$ cat src/hw/rtl/tbs_pkg.sv
// Shared types, codes and constants for the trickle broadcast scheduler.
package tbs_pkg;

  localparam int CMD_W = 3;
  localparam int TIME_W = 32;
  localparam int LEN_W = 24;
  localparam int MIN_W = 20;
  localparam int SHORT_W = 16;
  localparam int CNT_W = 8;
  localparam int EVT_W = 3;
  localparam int CFG_IDX_W = 3;
  localparam int CFG_DATA_W = 24;
  localparam int IN_DATA_W = 72;
  localparam int OUT_DATA_W = 64;
  localparam int DIV_STEPS = 32;
  localparam int DIV_CNT_W = $clog2(DIV_STEPS);

  // Command codes
  localparam logic [CMD_W-1:0] CMD_TICK = 3'd0;
  localparam logic [CMD_W-1:0] CMD_NEW_STATE = 3'd1;
  localparam logic [CMD_W-1:0] CMD_CONSISTENT = 3'd2;
  localparam logic [CMD_W-1:0] CMD_INCONSISTENT = 3'd3;
  localparam logic [CMD_W-1:0] CMD_CLEAR = 3'd4;

  // Event codes
  localparam logic [EVT_W-1:0] EVT_NONE = 3'd0;
  localparam logic [EVT_W-1:0] EVT_INTERVAL = 3'd1;
  localparam logic [EVT_W-1:0] EVT_BURST_START = 3'd2;
  localparam logic [EVT_W-1:0] EVT_BURST_END = 3'd3;
  localparam logic [EVT_W-1:0] EVT_SUPPRESSED = 3'd4;
  localparam logic [EVT_W-1:0] EVT_SCHEDULED = 3'd5;

  // Register indexes
  localparam logic [CFG_IDX_W-1:0] CFG_TRICKLE_MODE = 3'd0;
  localparam logic [CFG_IDX_W-1:0] CFG_TRANSMIT_EN = 3'd1;
  localparam logic [CFG_IDX_W-1:0] CFG_MIN_INTERVAL = 3'd2;
  localparam logic [CFG_IDX_W-1:0] CFG_MAX_INTERVAL = 3'd3;
  localparam logic [CFG_IDX_W-1:0] CFG_BURST_LEN = 3'd4;
  localparam logic [CFG_IDX_W-1:0] CFG_BASIC_GAP = 3'd5;
  localparam logic [CFG_IDX_W-1:0] CFG_SUPPRESS = 3'd6;

  // Register reset values
  localparam logic [MIN_W-1:0] RST_MIN_INTERVAL = 20'd8000;
  localparam logic [LEN_W-1:0] RST_MAX_INTERVAL = 24'd256000;
  localparam logic [SHORT_W-1:0] RST_BURST_LEN = 16'd2000;
  localparam logic [SHORT_W-1:0] RST_BASIC_GAP = 16'd2000;
  localparam logic [CNT_W-1:0] RST_SUPPRESS = 8'd1;

  localparam logic [TIME_W-1:0] JITTER_LOW = 32'd300;
  localparam logic [LEN_W-1:0] JITTER_SPAN = 24'd1201;
  localparam logic [CNT_W-1:0] CNT_MAX = 8'd255;

  typedef enum logic [3:0] {
    ACT_NONE,
    ACT_END_BASIC,
    ACT_END_TRICKLE,
    ACT_DOUBLE,
    ACT_SUPPRESS,
    ACT_BURST,
    ACT_NEW_TRICKLE,
    ACT_NEW_BASIC,
    ACT_CONSIST,
    ACT_RESTART,
    ACT_CLEAR
  } act_t;

  typedef struct packed {
    logic latch_in;
    logic upd_len;
    logic div_start;
    logic apply;
    logic load_out;
    act_t act;
  } dp_cmd_t;

  typedef struct packed {
    logic [CMD_W-1:0] cmd;
    logic packet_held;
    logic tx_en;
    logic trickle;
    logic bursting;
    logic awaiting;
    logic burst_due;
    logic tx_due;
    logic supp_hit;
    logic div_done;
  } dp_stat_t;

  function automatic logic [EVT_W-1:0] act_event(input act_t a);
    logic [EVT_W-1:0] e;
    case (a)
      ACT_END_BASIC, ACT_END_TRICKLE: e = EVT_BURST_END;
      ACT_DOUBLE, ACT_NEW_TRICKLE, ACT_RESTART: e = EVT_INTERVAL;
      ACT_SUPPRESS: e = EVT_SUPPRESSED;
      ACT_BURST: e = EVT_BURST_START;
      ACT_NEW_BASIC: e = EVT_SCHEDULED;
      default: e = EVT_NONE;
    endcase
    return e;
  endfunction

  function automatic logic act_uses_div(input act_t a);
    logic u;
    case (a)
      ACT_END_BASIC, ACT_DOUBLE, ACT_NEW_TRICKLE, ACT_RESTART: u = 1'b1;
      default: u = 1'b0;
    endcase
    return u;
  endfunction

endpackage

$ cat src/hw/rtl/tbs_mod.sv
// Iterative restoring remainder unit, one dividend bit per cycle.
module tbs_mod (
  input  logic                         clk,
  input  logic                         rst,
  input  logic                         start,
  input  logic [tbs_pkg::TIME_W-1:0]   dividend,
  input  logic [tbs_pkg::LEN_W-1:0]    divisor,
  output logic                         done,
  output logic [tbs_pkg::LEN_W-1:0]    remainder
);

  localparam logic [tbs_pkg::DIV_CNT_W-1:0] DIV_LAST =
    tbs_pkg::DIV_CNT_W'(tbs_pkg::DIV_STEPS - 1);

  logic                             busy;
  logic [tbs_pkg::DIV_CNT_W-1:0]    cnt;
  logic [tbs_pkg::TIME_W-1:0]       quo;
  logic [tbs_pkg::LEN_W-1:0]        rem;
  logic [tbs_pkg::LEN_W-1:0]        dsr;
  logic [tbs_pkg::LEN_W:0]          trial;
  logic [tbs_pkg::LEN_W+1:0]        diff;

  assign trial = {rem, quo[tbs_pkg::TIME_W-1]};
  assign diff  = {1'b0, trial} - {2'b00, dsr};

  always_ff @(posedge clk) begin
    if (rst) begin
      busy <= 1'b0;
      done <= 1'b0;
    end else begin
      done <= 1'b0;
      if (start) begin
        busy <= 1'b1;
      end else if (busy && cnt == DIV_LAST) begin
        busy <= 1'b0;
        done <= 1'b1;
      end
    end
  end

  always_ff @(posedge clk) begin
    if (start) begin
      cnt <= '0;
      quo <= dividend;
      rem <= '0;
      dsr <= divisor;
    end else if (busy) begin
      cnt <= cnt + 1'b1;
      quo <= {quo[tbs_pkg::TIME_W-2:0], 1'b0};
      // keep the trial value when the subtraction would go negative
      if (!diff[tbs_pkg::LEN_W+1]) begin
        rem <= diff[tbs_pkg::LEN_W-1:0];
      end else begin
        rem <= trial[tbs_pkg::LEN_W-1:0];
      end
    end
  end

  // an empty range gives a zero offset
  assign remainder = (dsr == '0) ? '0 : rem;

`ifndef SYNTHESIS
  a_rem_bound: assert property (@(posedge clk) disable iff (rst)
    done && dsr != '0 |-> rem < dsr)
    else $error("remainder not below divisor");
  a_start_busy: assert property (@(posedge clk) disable iff (rst)
    start |=> busy && !done)
    else $error("remainder unit did not start");
`endif

endmodule

$ cat src/hw/rtl/tbs_datapath.sv
// Scheduler datapath: registers, deadlines, interval arithmetic and result register.
module tbs_datapath (
  input  logic                            clk,
  input  logic                            rst,
  input  logic                            cfg_wr_en,
  input  logic [tbs_pkg::CFG_IDX_W-1:0]   cfg_index,
  input  logic [tbs_pkg::CFG_DATA_W-1:0]  cfg_data,
  input  logic [tbs_pkg::CMD_W-1:0]       in_command,
  input  logic [tbs_pkg::TIME_W-1:0]      in_now,
  input  logic [tbs_pkg::TIME_W-1:0]      in_random,
  input  tbs_pkg::dp_cmd_t                dp_cmd,
  output tbs_pkg::dp_stat_t               dp_stat,
  output logic [tbs_pkg::EVT_W-1:0]       out_event,
  output logic [tbs_pkg::LEN_W-1:0]       out_interval,
  output logic [tbs_pkg::TIME_W-1:0]      out_next,
  output logic                            out_burst
);

  // configuration
  logic                            trickle_mode;
  logic                            transmit_enabled;
  logic [tbs_pkg::MIN_W-1:0]       min_interval;
  logic [tbs_pkg::LEN_W-1:0]       max_interval;
  logic [tbs_pkg::SHORT_W-1:0]     burst_length;
  logic [tbs_pkg::SHORT_W-1:0]     basic_gap;
  logic [tbs_pkg::CNT_W-1:0]       suppress_threshold;

  // latched item
  logic [tbs_pkg::CMD_W-1:0]       cmd_q;
  logic [tbs_pkg::TIME_W-1:0]      now_q;
  logic [tbs_pkg::TIME_W-1:0]      rnd_q;

  // scheduler state
  logic                            packet_held;
  logic                            bursting;
  logic                            awaiting;
  logic [tbs_pkg::LEN_W-1:0]       interval_len;
  logic [tbs_pkg::TIME_W-1:0]      interval_end;
  logic [tbs_pkg::TIME_W-1:0]      transmit_time;
  logic [tbs_pkg::TIME_W-1:0]      burst_end;
  logic [tbs_pkg::CNT_W-1:0]       consistent_count;

  logic [tbs_pkg::LEN_W:0]         dbl;
  logic [tbs_pkg::LEN_W-1:0]       dbl_lim;
  logic [tbs_pkg::LEN_W-1:0]       half;
  logic [tbs_pkg::LEN_W-1:0]       span;
  logic [tbs_pkg::LEN_W-1:0]       divisor;
  logic [tbs_pkg::LEN_W-1:0]       rem;
  logic                            div_done;
  logic [tbs_pkg::TIME_W-1:0]      burst_diff;
  logic [tbs_pkg::TIME_W-1:0]      tx_diff;
  logic [tbs_pkg::LEN_W-1:0]       min_ext;

  assign min_ext = {{(tbs_pkg::LEN_W-tbs_pkg::MIN_W){1'b0}}, min_interval};
  assign dbl     = {interval_len, 1'b0};
  assign dbl_lim = (dbl > {1'b0, max_interval}) ? max_interval : dbl[tbs_pkg::LEN_W-1:0];
  assign half    = {1'b0, interval_len[tbs_pkg::LEN_W-1:1]};
  assign span    = interval_len - half;
  assign divisor = (dp_cmd.act == tbs_pkg::ACT_END_BASIC) ? tbs_pkg::JITTER_SPAN : span;

  // due when now minus deadline lands in the lower half of the clock range
  assign burst_diff = now_q - burst_end;
  assign tx_diff    = now_q - transmit_time;

  assign dp_stat.cmd         = cmd_q;
  assign dp_stat.packet_held = packet_held;
  assign dp_stat.tx_en       = transmit_enabled;
  assign dp_stat.trickle     = trickle_mode;
  assign dp_stat.bursting    = bursting;
  assign dp_stat.awaiting    = awaiting;
  assign dp_stat.burst_due   = !burst_diff[tbs_pkg::TIME_W-1];
  assign dp_stat.tx_due      = !tx_diff[tbs_pkg::TIME_W-1];
  assign dp_stat.supp_hit    = consistent_count >= suppress_threshold;
  assign dp_stat.div_done    = div_done;

  tbs_mod u_mod (
    .clk       (clk),
    .rst       (rst),
    .start     (dp_cmd.div_start),
    .dividend  (rnd_q),
    .divisor   (divisor),
    .done      (div_done),
    .remainder (rem)
  );

  always_ff @(posedge clk) begin
    if (rst) begin
      trickle_mode       <= 1'b1;
      transmit_enabled   <= 1'b0;
      min_interval       <= tbs_pkg::RST_MIN_INTERVAL;
      max_interval       <= tbs_pkg::RST_MAX_INTERVAL;
      burst_length       <= tbs_pkg::RST_BURST_LEN;
      basic_gap          <= tbs_pkg::RST_BASIC_GAP;
      suppress_threshold <= tbs_pkg::RST_SUPPRESS;
    end else if (cfg_wr_en) begin
      case (cfg_index)
        tbs_pkg::CFG_TRICKLE_MODE: trickle_mode <= cfg_data[0];
        tbs_pkg::CFG_TRANSMIT_EN:  transmit_enabled <= cfg_data[0];
        tbs_pkg::CFG_MIN_INTERVAL: min_interval <= cfg_data[tbs_pkg::MIN_W-1:0];
        tbs_pkg::CFG_MAX_INTERVAL: max_interval <= cfg_data[tbs_pkg::LEN_W-1:0];
        tbs_pkg::CFG_BURST_LEN:    burst_length <= cfg_data[tbs_pkg::SHORT_W-1:0];
        tbs_pkg::CFG_BASIC_GAP:    basic_gap <= cfg_data[tbs_pkg::SHORT_W-1:0];
        tbs_pkg::CFG_SUPPRESS:     suppress_threshold <= cfg_data[tbs_pkg::CNT_W-1:0];
        default: ;
      endcase
    end
  end

  always_ff @(posedge clk) begin
    if (dp_cmd.latch_in) begin
      cmd_q <= in_command;
      now_q <= in_now;
      rnd_q <= in_random;
    end
  end

  always_ff @(posedge clk) begin
    if (rst) begin
      packet_held      <= 1'b0;
      bursting         <= 1'b0;
      awaiting         <= 1'b0;
      interval_len     <= {{(tbs_pkg::LEN_W-tbs_pkg::MIN_W){1'b0}}, tbs_pkg::RST_MIN_INTERVAL};
      interval_end     <= '0;
      transmit_time    <= '0;
      burst_end        <= '0;
      consistent_count <= '0;
    end else if (dp_cmd.upd_len) begin
      case (dp_cmd.act)
        tbs_pkg::ACT_DOUBLE: interval_len <= dbl_lim;
        tbs_pkg::ACT_NEW_TRICKLE, tbs_pkg::ACT_NEW_BASIC, tbs_pkg::ACT_RESTART:
          interval_len <= min_ext;
        default: ;
      endcase
    end else if (dp_cmd.apply) begin
      case (dp_cmd.act)
        tbs_pkg::ACT_END_BASIC: begin
          bursting      <= 1'b0;
          transmit_time <= now_q + {{(tbs_pkg::TIME_W-tbs_pkg::SHORT_W){1'b0}}, basic_gap}
                           + tbs_pkg::JITTER_LOW
                           + {{(tbs_pkg::TIME_W-tbs_pkg::LEN_W){1'b0}}, rem};
        end
        tbs_pkg::ACT_END_TRICKLE: begin
          bursting      <= 1'b0;
          awaiting      <= 1'b1;
          transmit_time <= interval_end;
        end
        tbs_pkg::ACT_DOUBLE, tbs_pkg::ACT_NEW_TRICKLE, tbs_pkg::ACT_RESTART: begin
          if (dp_cmd.act == tbs_pkg::ACT_NEW_TRICKLE) begin
            packet_held <= 1'b1;
          end
          interval_end     <= now_q + {{(tbs_pkg::TIME_W-tbs_pkg::LEN_W){1'b0}}, interval_len};
          transmit_time    <= now_q + {{(tbs_pkg::TIME_W-tbs_pkg::LEN_W){1'b0}}, half}
                              + {{(tbs_pkg::TIME_W-tbs_pkg::LEN_W){1'b0}}, rem};
          consistent_count <= '0;
          awaiting         <= 1'b0;
        end
        tbs_pkg::ACT_SUPPRESS: begin
          awaiting      <= 1'b1;
          transmit_time <= interval_end;
        end
        tbs_pkg::ACT_BURST: begin
          bursting  <= 1'b1;
          burst_end <= now_q + {{(tbs_pkg::TIME_W-tbs_pkg::SHORT_W){1'b0}}, burst_length};
        end
        tbs_pkg::ACT_NEW_BASIC: begin
          packet_held   <= 1'b1;
          transmit_time <= now_q;
          awaiting      <= 1'b0;
        end
        tbs_pkg::ACT_CONSIST: begin
          if (consistent_count != tbs_pkg::CNT_MAX) begin
            consistent_count <= consistent_count + 1'b1;
          end
        end
        tbs_pkg::ACT_CLEAR: begin
          packet_held      <= 1'b0;
          bursting         <= 1'b0;
          awaiting         <= 1'b0;
          interval_len     <= min_ext;
          interval_end     <= '0;
          transmit_time    <= '0;
          burst_end        <= '0;
          consistent_count <= '0;
        end
        default: ;
      endcase
    end
  end

  always_ff @(posedge clk) begin
    if (dp_cmd.load_out) begin
      out_event    <= tbs_pkg::act_event(dp_cmd.act);
      out_interval <= interval_len;
      out_next     <= transmit_time;
      out_burst    <= bursting;
    end
  end

endmodule

$ cat src/hw/rtl/tbs_ctrl.sv
// Scheduler controller: picks the action for each item and sequences the datapath.
module tbs_ctrl (
  input  logic                clk,
  input  logic                rst,
  input  logic                s_tvalid,
  output logic                s_tready,
  output logic                m_tvalid,
  input  logic                m_tready,
  input  tbs_pkg::dp_stat_t   dp_stat,
  output tbs_pkg::dp_cmd_t    dp_cmd
);

  typedef enum logic [2:0] {
    ST_IDLE,
    ST_DECIDE,
    ST_LEN,
    ST_START,
    ST_DIV,
    ST_APPLY,
    ST_OUT
  } state_t;

  state_t          state;
  tbs_pkg::act_t   act;
  tbs_pkg::act_t   act_next;
  logic            load_out;

  always_comb begin
    act_next = tbs_pkg::ACT_NONE;
    case (dp_stat.cmd)
      tbs_pkg::CMD_TICK: begin
        if (!dp_stat.packet_held || !dp_stat.tx_en) begin
          act_next = tbs_pkg::ACT_NONE;
        end else if (dp_stat.bursting) begin
          if (dp_stat.burst_due) begin
            act_next = dp_stat.trickle ? tbs_pkg::ACT_END_TRICKLE : tbs_pkg::ACT_END_BASIC;
          end
        end else if (dp_stat.tx_due) begin
          if (dp_stat.trickle && dp_stat.awaiting) begin
            act_next = tbs_pkg::ACT_DOUBLE;
          end else if (dp_stat.trickle && dp_stat.supp_hit) begin
            act_next = tbs_pkg::ACT_SUPPRESS;
          end else begin
            act_next = tbs_pkg::ACT_BURST;
          end
        end
      end
      tbs_pkg::CMD_NEW_STATE:
        act_next = dp_stat.trickle ? tbs_pkg::ACT_NEW_TRICKLE : tbs_pkg::ACT_NEW_BASIC;
      tbs_pkg::CMD_CONSISTENT: act_next = tbs_pkg::ACT_CONSIST;
      tbs_pkg::CMD_INCONSISTENT:
        act_next = dp_stat.trickle ? tbs_pkg::ACT_RESTART : tbs_pkg::ACT_NONE;
      tbs_pkg::CMD_CLEAR: act_next = tbs_pkg::ACT_CLEAR;
      default: act_next = tbs_pkg::ACT_NONE;
    endcase
  end

  assign s_tready = (state == ST_IDLE);
  assign load_out = (state == ST_OUT) && (!m_tvalid || m_tready);

  assign dp_cmd.latch_in  = s_tvalid && s_tready;
  assign dp_cmd.upd_len   = (state == ST_LEN);
  assign dp_cmd.div_start = (state == ST_START);
  assign dp_cmd.apply     = (state == ST_APPLY);
  assign dp_cmd.load_out  = load_out;
  assign dp_cmd.act       = act;

  always_ff @(posedge clk) begin
    if (rst) begin
      state    <= ST_IDLE;
      act      <= tbs_pkg::ACT_NONE;
      m_tvalid <= 1'b0;
    end else begin
      if (load_out) begin
        m_tvalid <= 1'b1;
      end else if (m_tready) begin
        m_tvalid <= 1'b0;
      end
      case (state)
        ST_IDLE: begin
          if (s_tvalid) begin
            state <= ST_DECIDE;
          end
        end
        ST_DECIDE: begin
          act   <= act_next;
          state <= ST_LEN;
        end
        ST_LEN: state <= tbs_pkg::act_uses_div(act) ? ST_START : ST_APPLY;
        ST_START: state <= ST_DIV;
        ST_DIV: begin
          if (dp_stat.div_done) begin
            state <= ST_APPLY;
          end
        end
        ST_APPLY: state <= ST_OUT;
        ST_OUT: begin
          // hold the result here until the output register is free
          if (!m_tvalid || m_tready) begin
            state <= ST_IDLE;
          end
        end
        default: state <= ST_IDLE;
      endcase
    end
  end

`ifndef SYNTHESIS
  a_accept_decide: assert property (@(posedge clk) disable iff (rst)
    s_tvalid && s_tready |=> state == ST_DECIDE)
    else $error("accepted transfer not decided");
  a_apply_out: assert property (@(posedge clk) disable iff (rst)
    state == ST_APPLY |=> state == ST_OUT && !s_tready)
    else $error("apply not followed by result");
  a_out_hold: assert property (@(posedge clk) disable iff (rst)
    state == ST_OUT && m_tvalid && !m_tready |=> state == ST_OUT && m_tvalid)
    else $error("result dropped while output stalled");
`endif

endmodule

$ cat src/hw/rtl/trickle_broadcast_scheduler.sv
// Top level of the trickle broadcast scheduler: controller, datapath and port packing.
//
// Usage: each input transfer on the s_ group carries a command (tick, new state,
// consistent heard, inconsistent heard, clear), the current millisecond time and a
// random word. Every input transfer produces exactly one result transfer on the m_
// group: the event code, the current interval length, the next transmit time and
// the burst flag, all showing the state after the command.
// Configuration goes through cfg_wr_en / cfg_index / cfg_data, one register per
// cycle, and must be written only while no item is in flight; the block itself
// does not enforce this. Commands that need a random pick (interval start,
// basic-mode burst end) pass through the iterative remainder unit, the others skip
// it. One item is in work at a time; s_tready rises again once the result sits
// in the output register.
// Reset (rst, synchronous) returns registers and scheduler state to defaults and
// empties the output register. When the receiver stalls, the result is held in the
// output register; the next item may be accepted and worked on, and waits for the
// output register before completing.
module trickle_broadcast_scheduler (
  input  logic                            clk,
  input  logic                            rst,
  input  logic                            s_tvalid,
  output logic                            s_tready,
  // command[2:0], now_ms[34:3], random_word[66:35], zero fill[71:67]
  input  logic [tbs_pkg::IN_DATA_W-1:0]   s_tdata,
  output logic                            m_tvalid,
  input  logic                            m_tready,
  // event_res[2:0], interval_now_ms[26:3], next_transmit_ms[58:27],
  // burst_active[59], zero fill[63:60]
  output logic [tbs_pkg::OUT_DATA_W-1:0]  m_tdata,
  input  logic                            cfg_wr_en,
  input  logic [tbs_pkg::CFG_IDX_W-1:0]   cfg_index,
  input  logic [tbs_pkg::CFG_DATA_W-1:0]  cfg_data
);

  localparam int OUT_USED = tbs_pkg::EVT_W + tbs_pkg::LEN_W + tbs_pkg::TIME_W + 1;

  tbs_pkg::dp_cmd_t                dp_cmd;
  tbs_pkg::dp_stat_t               dp_stat;
  logic [tbs_pkg::EVT_W-1:0]       out_event;
  logic [tbs_pkg::LEN_W-1:0]       out_interval;
  logic [tbs_pkg::TIME_W-1:0]      out_next;
  logic                            out_burst;

  tbs_ctrl u_ctrl (
    .clk      (clk),
    .rst      (rst),
    .s_tvalid (s_tvalid),
    .s_tready (s_tready),
    .m_tvalid (m_tvalid),
    .m_tready (m_tready),
    .dp_stat  (dp_stat),
    .dp_cmd   (dp_cmd)
  );

  tbs_datapath u_datapath (
    .clk          (clk),
    .rst          (rst),
    .cfg_wr_en    (cfg_wr_en),
    .cfg_index    (cfg_index),
    .cfg_data     (cfg_data),
    .in_command   (s_tdata[2:0]),
    .in_now       (s_tdata[34:3]),
    .in_random    (s_tdata[66:35]),
    .dp_cmd       (dp_cmd),
    .dp_stat      (dp_stat),
    .out_event    (out_event),
    .out_interval (out_interval),
    .out_next     (out_next),
    .out_burst    (out_burst)
  );

  assign m_tdata = {{(tbs_pkg::OUT_DATA_W-OUT_USED){1'b0}},
                    out_burst, out_next, out_interval, out_event};

endmodule
$ cat config.mk
export PLATFORM = sky130hd
export DESIGN_NAME = trickle_broadcast_scheduler
export DESIGN_NICKNAME = d
export VERILOG_FILES = /design/src/hw/rtl/tbs_pkg.sv /design/src/hw/rtl/tbs_mod.sv /design/src/hw/rtl/tbs_datapath.sv /design/src/hw/rtl/tbs_ctrl.sv /design/src/hw/rtl/trickle_broadcast_scheduler.sv
export SDC_FILE = /design/constraint.sdc
export NUM_CORES = 1
export LEC_CHECK = 0
export ABC_AREA = 0
export BUFFER_PORTS_ARGS = -buffer_cell sky130_fd_sc_hd__buf_2
export CAP_MARGIN = 20
export CORE_MARGIN = 10
export CORE_UTILIZATION = 60
export CTS_CLUSTER_SIZE = 30
export DETAILED_ROUTE_END_ITERATION = 10
export PLACE_DENSITY = 0.79
export SYNTH_ARGS = -nofsm -noshare
export SYNTH_HDL_FRONTEND = slang
export SYNTH_HIERARCHICAL = 1
export SYNTH_SLANG_ARGS = --single-unit
export TNS_END_PERCENT = 1
$ cat constraint.sdc
create_clock -name clk -period 11.1 [get_ports clk]
set_clock_uncertainty 0.1 [all_clocks]
set_input_delay 1.665 -clock clk [delete_from_list [all_inputs] [get_ports clk]]
set_output_delay 1.665 -clock clk [all_outputs]
set_load 0.02 [all_outputs]
* After elaboration in Yosys (flattened, before gate mapping)
Memory sizes are Yosys's and may differ from the RTL's. A register that Yosys moved wholly into a read port is not among the register bits.
Index checks and enable logic that the tools add are counted.
** Word-level totals
- Memories :: 1
- Bits in read-only memories :: 48
- Bits in registers :: 436
- Logic and storage cells :: 172
** Operators by class
- Equal/unequal tests :: 34
- Order comparisons :: 2
- Bitwise gates (word level) :: 1
- Multiplexer cells :: 41
- Reduce and logical (&&, ||, !) cells :: 50
- $add $sub $neg :: 13
** Memory list
- (name not given) :: words 16, bits a word 3, rd ports 1, clocked after Yosys merged registers in 1, write ports 0, RTL line tbs_pkg.sv:91 : case (a)
** Operator list (count)
- 32-bit case mux with 5 select lines :: 1
- 24-bit two-way mux :: 6
- 32-bit case mux with 2 select lines :: 2
- 32-bit by 24-bit adder with 32-bit output :: 3
- 32-bit by 16-bit adder with 32-bit output :: 2
- 32-bit two-way mux :: 2
- 32-bit subtractor :: 2
- 24-bit case mux with 2 select lines :: 1
- 32-bit by 23-bit adder with 32-bit output :: 1
- 32-bit by 9-bit adder with 32-bit output (second input constant) :: 1
- 25-bit by 24-bit subtractor with 26-bit output :: 1
- 25-bit by 24-bit greater-than comparator with 1-bit output :: 1
- 24-bit logical NOT :: 1
- 4-bit two-way mux :: 6
- 24-bit by 23-bit subtractor with 24-bit output :: 1
- 3-bit == test (second input constant) :: 7
- 3-bit case mux with 7 select lines :: 1
- 3-bit AND reduction :: 7
- 4-bit case mux with 5 select lines :: 1
- 2-bit nonzero test :: 10
- 3-bit by 2-bit == test with 1-bit output (second input constant) :: 6
- 4-bit by 3-bit == test with 1-bit output (second input constant) :: 4
- 8-bit case mux with 2 select lines :: 1
- 2-bit AND reduction :: 7
- other kinds (30) :: 66

* Logic depth before layout (Yosys ltp)
- Depth after elaboration :: 8
- Depth in mapped cells :: 20
- Gate-level depth less buffers :: 19

* Cells and area by module
The synthesis kept the hierarchy.
** Modules (own cells, without submodules)
- tbs_datapath :: cells each 2543, times used 1, area each 22534.1 µm²
- tbs_mod :: cells each 477, times used 1, area each 4973.5 µm²
- tbs_ctrl :: cells each 67, times used 1, area each 538.0 µm²
- trickle_broadcast_scheduler :: cells each 6, times used 1, area each 41.3 µm²

* Least setup slack after synthesis
No wires, ideal clock.
- Kind :: register to register
- Start :: register u_datapath/u_mod/dsr[1] (netlist name)
- End :: register u_datapath/transmit_time[30] (netlist name)
- Cell stages (with the launch flop) :: 20
- Data arrival time :: 4.202 ns
- Buffers on the path :: 1
- Path slack :: 6.724 ns
- Data required time :: 10.926 ns
- Path through :: edfxtp_1 -> nor4_1 -> nand4_1 -> nor2_1 -> clkbuf_1 -> nor2b_1 -> inv_1 -> fa_1 -> inv_1 -> ha_1 -> ha_1 -> a21oi_1 -> or3b_4 -> a31oi_4 -> o211ai_2 -> a21oi_2 -> nand3_2 -> and2_4 -> or4_1 -> a31oi_1
** On the way
- Cells in the longest elaborated chain, start to end :: 4
- Elaborated cells on any way between the ends :: 5
** Ends and longest elaborated chain
- from (decl) :: RTL line tbs_mod.sv:19 : logic [tbs_pkg::LEN_W-1:0] dsr;
- from (signal assigned) :: RTL line tbs_mod.sv:46 : dsr <= divisor;
- 24-bit logical NOT * :: RTL line tbs_mod.sv:60 : assign remainder = (dsr == '0) ? '0 : rem;
- 24-bit two-way mux * :: RTL line tbs_mod.sv:60
- via u_datapath.rem, one bit :: RTL line tbs_datapath.sv:48 : logic [tbs_pkg::LEN_W-1:0] rem;
- 32-bit by 24-bit adder with 32-bit output, on equally long branches :: RTL line tbs_datapath.sv:153, tbs_datapath.sv:140
- 32-bit case mux with 5 select lines * :: RTL line tbs_datapath.sv:135 : case (dp_cmd.act)
- to (signal assigned) :: RTL line tbs_datapath.sv:138 : transmit_time <= now_q + {{(tbs_pkg::TIME_W-tbs_pkg::SHORT_W){1'b0}}, basic_gap}
- to (signal assigned) :: RTL line tbs_datapath.sv:152 : transmit_time <= now_q + {{(tbs_pkg::TIME_W-tbs_pkg::LEN_W){1'b0}}, half}
- to (signal assigned) :: RTL line tbs_datapath.sv:159 : transmit_time <= interval_end;
- to (decl) :: RTL line tbs_datapath.sv:39 : logic [tbs_pkg::TIME_W-1:0] transmit_time;
Mark *: on every way through the listed nets, which the timed path passes. The rest lies on a longest branch.
A chain may end at the register's enable or synchronous reset.

* Worst setup path after layout
- Start :: register u_datapath/u_mod/dsr[21] (netlist name)
- End :: register u_datapath/transmit_time[27] (netlist name)
The elaborated chain is that of the path after synthesis.

==> impl_metrics.yaml <==
clock_tree:
  root_buffer: "clkbuf_16"
  clk_pin_slew_ns: 0.06
  cts_buffers: 48
  cts_resized: 0
  post_cts_buffers: 0
  clock_latency_ns: 0.60
  clock_path_buffers: 3
  cts_sinks: 439
  cts_hold_buf: 0
  cts_tree: "yes"
  htreeDepth: 2
timing:
  final.period_utilization_pct: 46.7
  period_needed_ns: 5.19
  tightestPinTransition_ns: 1.05
  maxSlewViolCount: 0
  fin_ws_ns: 5.91
  slew_headroom_pct: 30.0
  setup_viol: 0
  final-hold-violation-count: 0
  rsz0062_at_grt: "no"
  maxClockFrequency_mhz: 193
  tns_ns: 0
place:
  io_buffer_count: 160
  post-place-ws_ns: 6.02
  routabilityCongestion: 0.974
  dpl.hpwl_mm: 61.3
finish:
  nNetsFinal: 3617
  drive_gt1_share_pct: 11.6
  register_area_mm2: 0.0106
  nFillCells: 3747
  area_growth_pct: 10.6
  multiInputGateArea_mm2: 0.0159
  antenna_cells: 0
synth:
  ys_types: 113
  synth-edff-count: 183
  synthTopCellsByCount: "nand2_1, ha_1, dfxtp_1"
  ys.flop_type: "dfxtp_1"
  syn-instance-count: 3093
  synth_seq_cells: 439
  syn_avg_cell_area_um2: 9.08
  synth_top_area_share_pct: 19.6
  yosys-top-cells-area: "edfxtp_1, dfxtp_1, ha_1"
  seq_area_frac_synth_pct: 37.8
  ys_async_sr_fraction_pct: 0
  yosysWarningCount: 6
  yosysMostFrequentCell: "nand2_1"
  syn-cell-area_mm2: 0.0281
  yosys.area.top_type: "edfxtp_1"
die:
  fp.dieArea_mm2: 0.0559
  dieWidth_um: 236
  rows: 79
  coreArea_mm2: 0.0465
  initial_core_util_pct: 60.5
  io_pins: 170
  die_h_um: 236
setup_path:
  path_class: "reg -> reg"
  required_ns: 11.44
  crit_arrival_ns: 5.53
  r2r-start: "u_datapath/u_mod/dsr[21]$_DFFE_PP_"
  r2r_end: "u_datapath/transmit_time[27]$_SDFFE_PP0P_"
  critPathMaxFanout: 24
  startpoint_type: "flop"
  reg2reg_depth: 17
  reg2reg_slack_ns: 5.91
  end_kind: "flop"
drt:
  vias_per_cell: 6.31
  drtIter0Drc: 2571
  num_vias: 24300
  drc: 0
  drt-wirelength-per-cell_um: 21.6
  wirelength_mm: 83.2
  first_pass_iters: 6
  ant_nets: 0
pwr:
  power_leakage_nw: 12.8
  ir_worst_vdd_mv: 0.123
  power_density_mw_per_mm2: 201
  p_total_mw: 6.24
run:
  drv_cap: 0
worst_hold_path:
  hp-class: "reg -> reg"
  hold_depth: 0
  min_from: "u_datapath/transmit_time[23]$_SDFFE_PP0P_"
  hold_path_end: "u_datapath/out_next[23]$_DFFE_PP_"
global_route:
  antenna_found_initial: 0
  grt_pass1_vias: 23700
  grt_use_total_pct: 28.6
  grt_pass1_wl_mm: 129
  grt_max_degree: 68
  grt_overflow_total: 0
run_status:
  status: "completed"
stage by stage:
stage / std cells / hold slack, ns / instance area (um2) / utilization (%)
after floorplan: 3096 / 0.308 / 28100 / -
after global placement: 3759 / 0.316 / 29300 / 63.1
after detailed placement: 3760 / 0.317 / 29300 / 63.1
after CTS: 3850 / 0.331 / 31100 / 66.9
after global routing: 3851 / 0.344 / 31100 / 66.9
final: 3851 / 0.328 / 31100 / 66.9
kinds of logic (layout without fill, tap and decap cells):
| kind of cell | count (synthesis) | after routing | share of synthesized area [%] |
|---|---|---|---|
| fa+ha+maj | 309 | 309 | 15.0 |
| simple gates | 911 | 911 | 15.1 |
| mux | 61 | 61 | 2.32 |
| compound gates | 838 | 838 | 19.6 |
| buf+inv | 394 | 542 | 5.84 |
| xor+xnor | 140 | 140 | 4.37 |
| flops | 439 | 439 | 37.8 |
| other cells | 1 | 4 | 0.0134 |
cell usage in the layout (no fill, tap or decap), types with 29 or more instances in the layout:
| cell | instances |
|---|---|
| nor3_1 | 49 |
| fa_1 | 45 |
| nor2b_1 | 46 |
| o21ai_1 | 47 |
| nand2_1 | 361 |
| nand2b_1 | 36 |
| xor2_1 | 56 |
| mux2_2 | 31 |
| mux2i_1 | 29 |
| nand3_1 | 59 |
| inv_1 | 252 |
| a211oi_1 | 47 |
| edfxtp_1 | 183 |
| o21ai_0 | 106 |
| a31oi_1 | 51 |
| nor2_1 | 211 |
| clkbuf_16 | 51 |
| ha_1 | 264 |
| xnor2_1 | 84 |
| a21o_1 | 81 |
| nand4_1 | 33 |
| a21oi_1 | 245 |
| buf_2 | 159 |
| dfxtp_1 | 256 |
| buf_4 | 38 |
worst max-delay path: stages, from the launching register on:
cell	delay, ns
edfxtp_1	0.42
nor4_1	0.45
nand2_1	0.15
nor2_1	0.11
buf_4	0.28
nor2b_1	0.17
fa_1	0.51
ha_1	0.22
fa_1	0.27
a211oi_1	0.10
o21a_1	0.24
a211oi_1	0.43
nor2_1	0.22
o31ai_2	0.53
a31oi_1	0.23
xnor2_1	0.17
a222oi_1	0.30
a31oi_1	0.13
registers in the layout, summed over array words and instances (netlist names), 20 cells and up:
| register | flops |
|---|---|
| u_datapath/out_next | 32 |
| u_datapath/burst_end | 32 |
| u_datapath/max_interval | 24 |
| u_datapath/transmit_time | 32 |
| u_datapath/interval_len | 24 |
| u_datapath/u_mod/quo | 32 |
| u_datapath/interval_end | 32 |
| u_datapath/out_interval | 24 |
| u_datapath/u_mod/rem | 24 |
| u_datapath/u_mod/dsr | 24 |
| u_datapath/rnd_q | 32 |
| u_datapath/min_interval | 20 |
| u_datapath/now_q | 32 |
report_power, final:
part | internal, mW | switching, mW
sequential | 1.78 | 0.128
clock | 1.05 | 0.698
combinational | 1.05 | 1.53
total | 3.88 | 2.36
area by class of cell:
class	count	area share (%)
repair buffers	199	3.62
clock inverters	28	1.22
well taps	607	2.44
flip-flops and latches	439	34.2
inverters	253	3.06
clock buffers	62	4.34
multi-input cells	2263	51.1
how the worst max path moves through the flow:
stage / to / slack [ns] / from
after CTS: u_datapath/transmit_time[27]$_SDFFE_PP0P_ / 5.96 / u_datapath/u_mod/dsr[21]$_DFFE_PP_
after global routing: u_datapath/transmit_time[27]$_SDFFE_PP0P_ / 5.65 / u_datapath/u_mod/dsr[21]$_DFFE_PP_
after floorplan: u_datapath/transmit_time[30]$_SDFFE_PP0P_ / 6.72 / u_datapath/u_mod/dsr[1]$_DFFE_PP_
after global placement: u_datapath/transmit_time[27]$_SDFFE_PP0P_ / 6.08 / u_datapath/u_mod/dsr[17]$_DFFE_PP_
after detailed placement: u_datapath/transmit_time[27]$_SDFFE_PP0P_ / 6.02 / u_datapath/u_mod/dsr[17]$_DFFE_PP_
final: u_datapath/transmit_time[27]$_SDFFE_PP0P_ / 5.91 / u_datapath/u_mod/dsr[21]$_DFFE_PP_
layer usage:
metal	up-vias	global-route usage, %	share of wire [%]
li1	11300	-	-
met1	11600	36.4	41
met2	1136	46.7	46
met3	243	5.32	8.3
met4	0	12.1	4.5
met5	-	0	0
(Power assumes the default switching activity.)
